<file path="src/sv/ttb_pkg.sv">
`timescale 1ns / 1ps
// Shared types and constants of the triangle tangent and bitangent unit.
// Depends on nothing; every other file imports it.
package ttb_pkg;

  localparam int COORD_WIDTH_DEF = 32;
  localparam int UNIT_WIDTH = 16;
  localparam int OUT_BITS = 6 * UNIT_WIDTH;
  localparam int NORM_TOP = 30;
  localparam int FRAC_BITS = 15;
  localparam int LEN_WIDTH = 32;
  localparam int NUM_WIDTH = NORM_TOP + 1 + FRAC_BITS + 1;
  localparam int QUO_WIDTH = FRAC_BITS + 2;
  localparam int MUL_STEPS = 14;
  localparam int SQRT_STEPS = 32;
  localparam logic [UNIT_WIDTH-2:0] UNIT_MAX = '1;

  typedef enum logic [3:0] {
    S_IDLE, S_MUL, S_ACC, S_CHK, S_LOAD, S_NCHK, S_NORM, S_SQ, S_SQA,
    S_SQI, S_SQRT, S_DINIT, S_DIV, S_DEND, S_DONE
  } ttb_state_t;

  typedef enum logic [3:0] {
    OP_NONE, OP_VTX, OP_MUL, OP_ACC, OP_DEGEN, OP_LOAD, OP_SHIFT, OP_SQ,
    OP_SQACC, OP_SQRT_INIT, OP_SQRT, OP_DIV_INIT, OP_DIV, OP_DIV_END, OP_OUT
  } ttb_op_t;

  typedef struct packed {
    ttb_op_t    op;
    logic [3:0] idx;
    logic       vsel;
    logic [1:0] phase;
  } ttb_cmd_t;

  typedef struct packed {
    logic det_zero;
    logic vec_zero;
    logic norm_done;
  } ttb_stat_t;

endpackage

</file>
<file path="src/sv/ttb_ctrl.sv">
`timescale 1ns / 1ps
// Sequencer of the tangent unit: vertex slots, the product schedule,
// normalization steps and the output handshake. Depends on ttb_pkg.
module ttb_ctrl (
  input  logic              clk,
  input  logic              rst,
  input  logic              s_tvalid,
  output logic              s_tready,
  output logic              m_tvalid,
  input  logic              m_tready,
  input  ttb_pkg::ttb_stat_t stat,
  output ttb_pkg::ttb_cmd_t  cmd
);
  import ttb_pkg::*;

  ttb_state_t state, state_next;
  logic [5:0] cnt, cnt_next;
  logic [1:0] comp, comp_next;
  logic       vsel, vsel_next;
  logic [1:0] phase, phase_next;
  logic       load_out;

  always_ff @(posedge clk) begin
    if (rst) begin
      state    <= S_IDLE;
      cnt      <= '0;
      comp     <= '0;
      vsel     <= 1'b0;
      phase    <= '0;
      m_tvalid <= 1'b0;
    end else begin
      state <= state_next;
      cnt   <= cnt_next;
      comp  <= comp_next;
      vsel  <= vsel_next;
      phase <= phase_next;
      if (load_out) begin
        m_tvalid <= 1'b1;
      end else if (m_tready) begin
        m_tvalid <= 1'b0;
      end
    end
  end

  always_comb begin
    state_next = state;
    cnt_next   = cnt;
    comp_next  = comp;
    vsel_next  = vsel;
    phase_next = phase;
    s_tready   = 1'b0;
    load_out   = 1'b0;
    cmd.op     = OP_NONE;
    cmd.idx    = cnt[3:0];
    cmd.vsel   = vsel;
    cmd.phase  = phase;
    unique case (state)
      S_IDLE: begin
        s_tready = 1'b1;
        if (s_tvalid) begin
          cmd.op = OP_VTX;
          if (phase == 2'd2) begin
            phase_next = 2'd0;
            cnt_next   = '0;
            state_next = S_MUL;
          end else if (phase == 2'd1) begin
            phase_next = 2'd2;
          end else begin
            phase_next = 2'd1;
          end
        end
      end
      S_MUL: begin
        cmd.op     = OP_MUL;
        state_next = S_ACC;
      end
      S_ACC: begin
        cmd.op = OP_ACC;
        if (cnt == 6'(MUL_STEPS - 1)) begin
          state_next = S_CHK;
        end else begin
          cnt_next   = cnt + 6'd1;
          state_next = S_MUL;
        end
      end
      S_CHK: begin
        if (stat.det_zero) begin
          cmd.op     = OP_DEGEN;
          state_next = S_DONE;
        end else begin
          vsel_next  = 1'b0;
          state_next = S_LOAD;
        end
      end
      S_LOAD: begin
        cmd.op     = OP_LOAD;
        state_next = S_NCHK;
      end
      S_NCHK: begin
        if (stat.vec_zero) begin
          cmd.op     = OP_DEGEN;
          state_next = S_DONE;
        end else begin
          state_next = S_NORM;
        end
      end
      S_NORM: begin
        cmd.op = OP_SHIFT;
        if (stat.norm_done) begin
          cnt_next   = '0;
          state_next = S_SQ;
        end
      end
      S_SQ: begin
        cmd.op     = OP_SQ;
        state_next = S_SQA;
      end
      S_SQA: begin
        cmd.op = OP_SQACC;
        if (cnt == 6'd2) begin
          state_next = S_SQI;
        end else begin
          cnt_next   = cnt + 6'd1;
          state_next = S_SQ;
        end
      end
      S_SQI: begin
        cmd.op     = OP_SQRT_INIT;
        cnt_next   = '0;
        state_next = S_SQRT;
      end
      S_SQRT: begin
        cmd.op = OP_SQRT;
        if (cnt == 6'(SQRT_STEPS - 1)) begin
          comp_next  = '0;
          state_next = S_DINIT;
        end else begin
          cnt_next = cnt + 6'd1;
        end
      end
      S_DINIT: begin
        cmd.op     = OP_DIV_INIT;
        cmd.idx    = {2'b00, comp};
        cnt_next   = '0;
        state_next = S_DIV;
      end
      S_DIV: begin
        cmd.op = OP_DIV;
        if (cnt == 6'(NUM_WIDTH - 1)) begin
          state_next = S_DEND;
        end else begin
          cnt_next = cnt + 6'd1;
        end
      end
      S_DEND: begin
        cmd.op  = OP_DIV_END;
        cmd.idx = {2'b00, comp};
        if (comp == 2'd2) begin
          if (!vsel) begin
            vsel_next  = 1'b1;
            state_next = S_LOAD;
          end else begin
            state_next = S_DONE;
          end
        end else begin
          comp_next  = comp + 2'd1;
          state_next = S_DINIT;
        end
      end
      S_DONE: begin
        if (!m_tvalid || m_tready) begin
          cmd.op     = OP_OUT;
          load_out   = 1'b1;
          state_next = S_IDLE;
        end
      end
      default: state_next = S_IDLE;
    endcase
  end

endmodule

</file>
<file path="config.mk">
export PLATFORM = sky130hd
export DESIGN_NAME = ttb_ctrl
export DESIGN_NICKNAME = d
export VERILOG_FILES = /design/src/sv/ttb_pkg.sv /design/src/sv/ttb_ctrl.sv
export SDC_FILE = /design/constraint.sdc
export NUM_CORES = 1
export LEC_CHECK = 0
export BUFFER_PORTS_ARGS = -buffer_cell sky130_fd_sc_hd__clkbuf_2
export CAP_MARGIN = 25
export CORE_MARGIN = 4
export CORE_UTILIZATION = 60
export CTS_BUF_LIST = sky130_fd_sc_hd__clkbuf_8
export DETAILED_ROUTE_END_ITERATION = 12
export PLACE_DENSITY_LB_ADDON = 0.25
export REMOVE_ABC_BUFFERS = 1
export SYNTH_ARGS = -nofsm -noshare
export SYNTH_HDL_FRONTEND = slang
export SYNTH_SLANG_ARGS = --single-unit
</file>
<file path="constraint.sdc">
create_clock -name clk -period 3.08 [get_ports clk]
set_input_delay 0.154 -clock clk [delete_from_list [all_inputs] [get_ports clk]]
set_output_delay 0.154 -clock clk [all_outputs]
set_load 0.03 [all_outputs]
</file>
======== Word level (Yosys, flattened, before mapping) ========
Cells that the tools add are included.
cells by class
  reductions and logical operators ........ 14
  eq/ne operators ......................... 34
  mux-type cells .......................... 40
  $add $sub $neg .......................... 2
operators with widths
  cell                   count
  $pmux W4 S15           2
  $mux W4                13
  $mux W6                7
  $pmux W6 S7            1
  $eq A4 B4 Y1 const B   7
  $ne A2 B2 Y1 const B   13
  $eq A4 B3 Y1 const B   4
  $mux W2                5
  $eq A4 B2 Y1 const B   2
  $mux W1                8
  $reduce_and A8 Y1      1
  $reduce_bool A7 Y1     1
  $add A6 B1 Y6 const B  1
  $eq A6 B2 Y1 const B   1
  $eq A6 B4 Y1 const B   1
  $eq A6 B5 Y1 const B   1
  $eq A6 B6 Y1 const B   1
  $mux W3                2
  $reduce_and A3 Y1      2
  $reduce_and A6 Y1      1
  $reduce_bool A2 Y1     3
  $eq A2 B2 Y1 const B   2
  $eq A4 B1 Y1 const B   1
  $logic_not A4 Y1       1
  8 further kinds        9
word-level totals
  output and inout bits ................... 13
  input port bits ......................... 7
  register bits after elaboration ......... 16
  logic and storage cells ................. 96

======== Depth between registers and ports, before layout ========
  depth in word-level cells ............... 5
  depth in mapped cells ................... 7

======== Worst setup path before layout ========
Ideal clock, no wire load.
  kind .................................... reg-to-reg
  start ................................... register state[3]
  end ..................................... register phase[0]
  period minus slack after synthesis ...... 2.307 ns
  data required time ...................... 2.948 ns
  library setup time ...................... 0.132 ns
  data arrival time ....................... 2.175 ns
  stages on the path, launching flop included .. 7
  buffers on the path ..................... 2
  path slack .............................. 0.773 ns
  cell sequence ........................... dfxtp_1 > buf_2 > clkbuf_1 > nor4_1 > nand2_1 > nand2_1 > a21oi_1
between the ends
  longest elaborated chain between the ends .. 2
RTL lines
  what                                RTL line        text
  from (decl)                         ttb_ctrl.sv:16  ttb_state_t state, state_next;
  from (signal assigned)              ttb_ctrl.sv:32  state <= state_next;
  $logic_not A4 Y1                    ttb_ctrl.sv:57  unique case (state)
  $reduce_and A2 Y1 (no source line)  --
  to (signal assigned)                ttb_ctrl.sv:36  phase <= phase_next;
  to (decl)                           ttb_ctrl.sv:20  logic [1:0] phase, phase_next;
No other way between the ends.
A chain may end at the register's enable or synchronous reset.

==> flow_metrics.tcl <==
set metrics [dict create \
    clk_latency_ns 0.25 \
    diodes 0 \
    setup_viol 0 \
    syn_inst 188 \
    htreeDepth 1 \
    fmax_mhz 381.7 \
    synth_warnings 0 \
    drt_iter0_markers 70 \
    postCtsHoldBufs 0 \
    seq_area_sq_um 320.3 \
    grt_usage 0.2520 \
    drv_cap 0 \
    multiInputGateArea_sq_um 944.7 \
    cpLargestDelayFamily "flip-flops" \
    async_flop_share 0 \
    slowest_delay_ns 0.87 \
    core_sq_um 2191 \
    die_h_um 55.83 \
    critPathBufInv 2 \
    path_max_fanout 24 \
    cts_tree "built" \
    stdcell_count 225 \
    cp_slowest_cell "dfxtp_1" \
    crit_required_ns 2.93 \
    synth_ff_type "dfxtp_1" \
    drc 0 \
    place_area_sq_um 1436 \
    port_buffers 19 \
    cts_sinks 16 \
    cts_resized 0 \
    finalNetCount 211 \
    drive_above_1_share 0.1675 \
    fillers 198 \
    slew_headroom 0.4088 \
    hp-class "in -> reg" \
    fin_crit_sh 0.8505 \
    ant_nets 0 \
    ioPinCount 20 \
    clk_path_buf_depth 2 \
    period_minus_slack_ns 2.620 \
    ir_drop_v 0.0002421 \
    grt_pass1_vias 1451 \
    antenna_found_initial 0 \
    grt_max_degree 29 \
    ys_top_cells_by_area "dfxtp_1 (23%), a21oi_1 (6.9%), ha_1 (5.5%), o21ai_0 (4.7%), nand2_1 (4.6%)" \
    yosysUniqueCellTypes 51 \
    post_cts_buffers 0 \
    cts_made_buffers 3 \
    yosysTopAreaCellShare 0.2334 \
    ys_ff_latch 16 \
    num_vias 1543 \
    drtPass1Iterations 7 \
    hpwl_mm 2.457 \
    place_congestion 0.9095 \
    tightest_slew_ns 0.8856 \
    final_area_sq_um 1491 \
    crit_chain "clkinv_1 > a221oi_1 > a31oi_1 > a21oi_1 > clkbuf_2" \
    wl_per_cell_um 16.27 \
    dp.cells 221 \
    final_cell_mix "a21oi_1 (19), clkbuf_2 (19), nand2_1 (17), dfxtp_1 (16)" \
    rows 17 \
    wirelength_mm 3.660 \
    start_util 0.6265 \
    dpl_worst_slack_ns 0.8259 \
    synth_top_cell_by_area "dfxtp_1" \
    avgSynthCellArea_sq_um 7.301 \
    slew_violations 0 \
    fin_ws_ns 0.4604 \
    cp-start-kind "flip-flop" \
    finClkSkew_ns 0.001294 \
    critPathCaptureType "output port" \
    synth_edf_count 0 \
    p_leak_uw 0.0005128 \
    clkTransAtPathRegs_ns 0.07 \
    hold_viol 0 \
    run_status "completed" \
    synthesis.area_sq_um 1373 \
    ys_seq_area_frac 0.2334 \
    rsz0062_at_grt "no" \
    grt_pass1_wl_mm 6.527 \
    overflow 0 \
    synthToLayoutAreaGrowth_pct 8.660 \
    via_per_inst 6.858 \
    crit_type "reg -> out" \
    dieArea_sq_um 3117 \
    ctsRootBufferMaster "clkbuf_8" \
    tns_ns 0 \
    die_width_um 55.83 \
    powerDensity_nw_per_um2 316.3 \
    worstPathArrival_ns 2.47 \
]
[worst min-delay path, delay by kind of cell]
kind / cells / cell delay [ns]
and+or+nand+nor: 1 / 0.09
buffers and inverters: 1 / 0.13
AOI/OAI and AO/OA: 1 / 0.05
[layout make-up]
cell class / count / area share
clock buffers: 4 / 0.03691
inverters: 9 / 0.02265
multi-input cells: 148 / 0.6334
flip-flops and latches: 16 / 0.2148
well taps: 28 / 0.02349
repair buffers: 20 / 0.06879
[registers in the layout (all words and copies together) (netlist names)]
register / count
vsel: 1
m_tvalid: 1
phase: 2
comp: 2
state: 4
cnt: 6
[Yosys cell counts (all sizes together), types with 2 or more instances]
| library cell | count |
|---|---|
| nor2b | 5 |
| nand4 | 3 |
| or4 | 3 |
| a21oi | 19 |
| dfxtp | 16 |
| and4 | 2 |
| a211oi | 3 |
| o211ai | 2 |
| o31ai | 5 |
| nand2 | 17 |
| clkbuf | 5 |
| and3 | 2 |
| and2 | 3 |
| or3 | 2 |
| a31o | 2 |
| nor2 | 13 |
| buf | 10 |
| nand3b | 2 |
| nor4 | 3 |
| nor3 | 7 |
| ha | 6 |
| a221oi | 3 |
| a31oi | 2 |
| a311oi | 2 |
| nand3 | 10 |
| nand2b | 4 |
| inv | 8 |
| o21ai | 14 |
[worst paths after layout]
kind,slack [ns],cells after the start,startpoint,end
setup / recovery,0.46,5,state[1]$_SDFFE_PP0P_,cmd[7]
hold / removal,0.21,3,s_tvalid,phase[0]$_SDFFE_PP0P_
setup reg to reg,0.67,5,state[1]$_SDFFE_PP0P_,state[1]$_SDFFE_PP0P_
hold reg to reg,0.49,2,comp[1]$_SDFFE_PP0P_,comp[1]$_SDFFE_PP0P_
[report_power, final]
part	leakage [uW]	switching, uW	total, uW	internal (uW)
clock	0.0000288	80.5	194	114
sequential	0.000129	8.91	219	210
combinational	0.000355	37.8	58.6	20.7
total	0.000513	127	472	344
[stage by stage]
stage	utilization	total power, uW	hold slack, ns
3_3_place_gp	0.6556	279.5	0.4683
2_1_floorplan	-	259.9	0.2231
3_5_place_dp	0.6556	281.3	0.4807
4_1_cts	0.6808	474.3	0.2146
5_1_grt	0.6808	493.7	0.2558
6_report	0.6808	471.7	0.2126
[layer usage]
metal	up-vias	GRT usage	routed length, um
li1	722	-	-
met3	12	0.04640	344
met2	90	0.3970	1738
met5	-	0	0
met4	0	0.1220	102
met1	719	0.3300	1476
[cells by family after synthesis]
logic type,Yosys count,share of synthesized area
fa+ha+maj,6,0.05469
flops,16,0.2334
buf+inv,24,0.07839
simple gates,78,0.3081
compound gates,64,0.3254
Power figures use the tool's default switching activity.
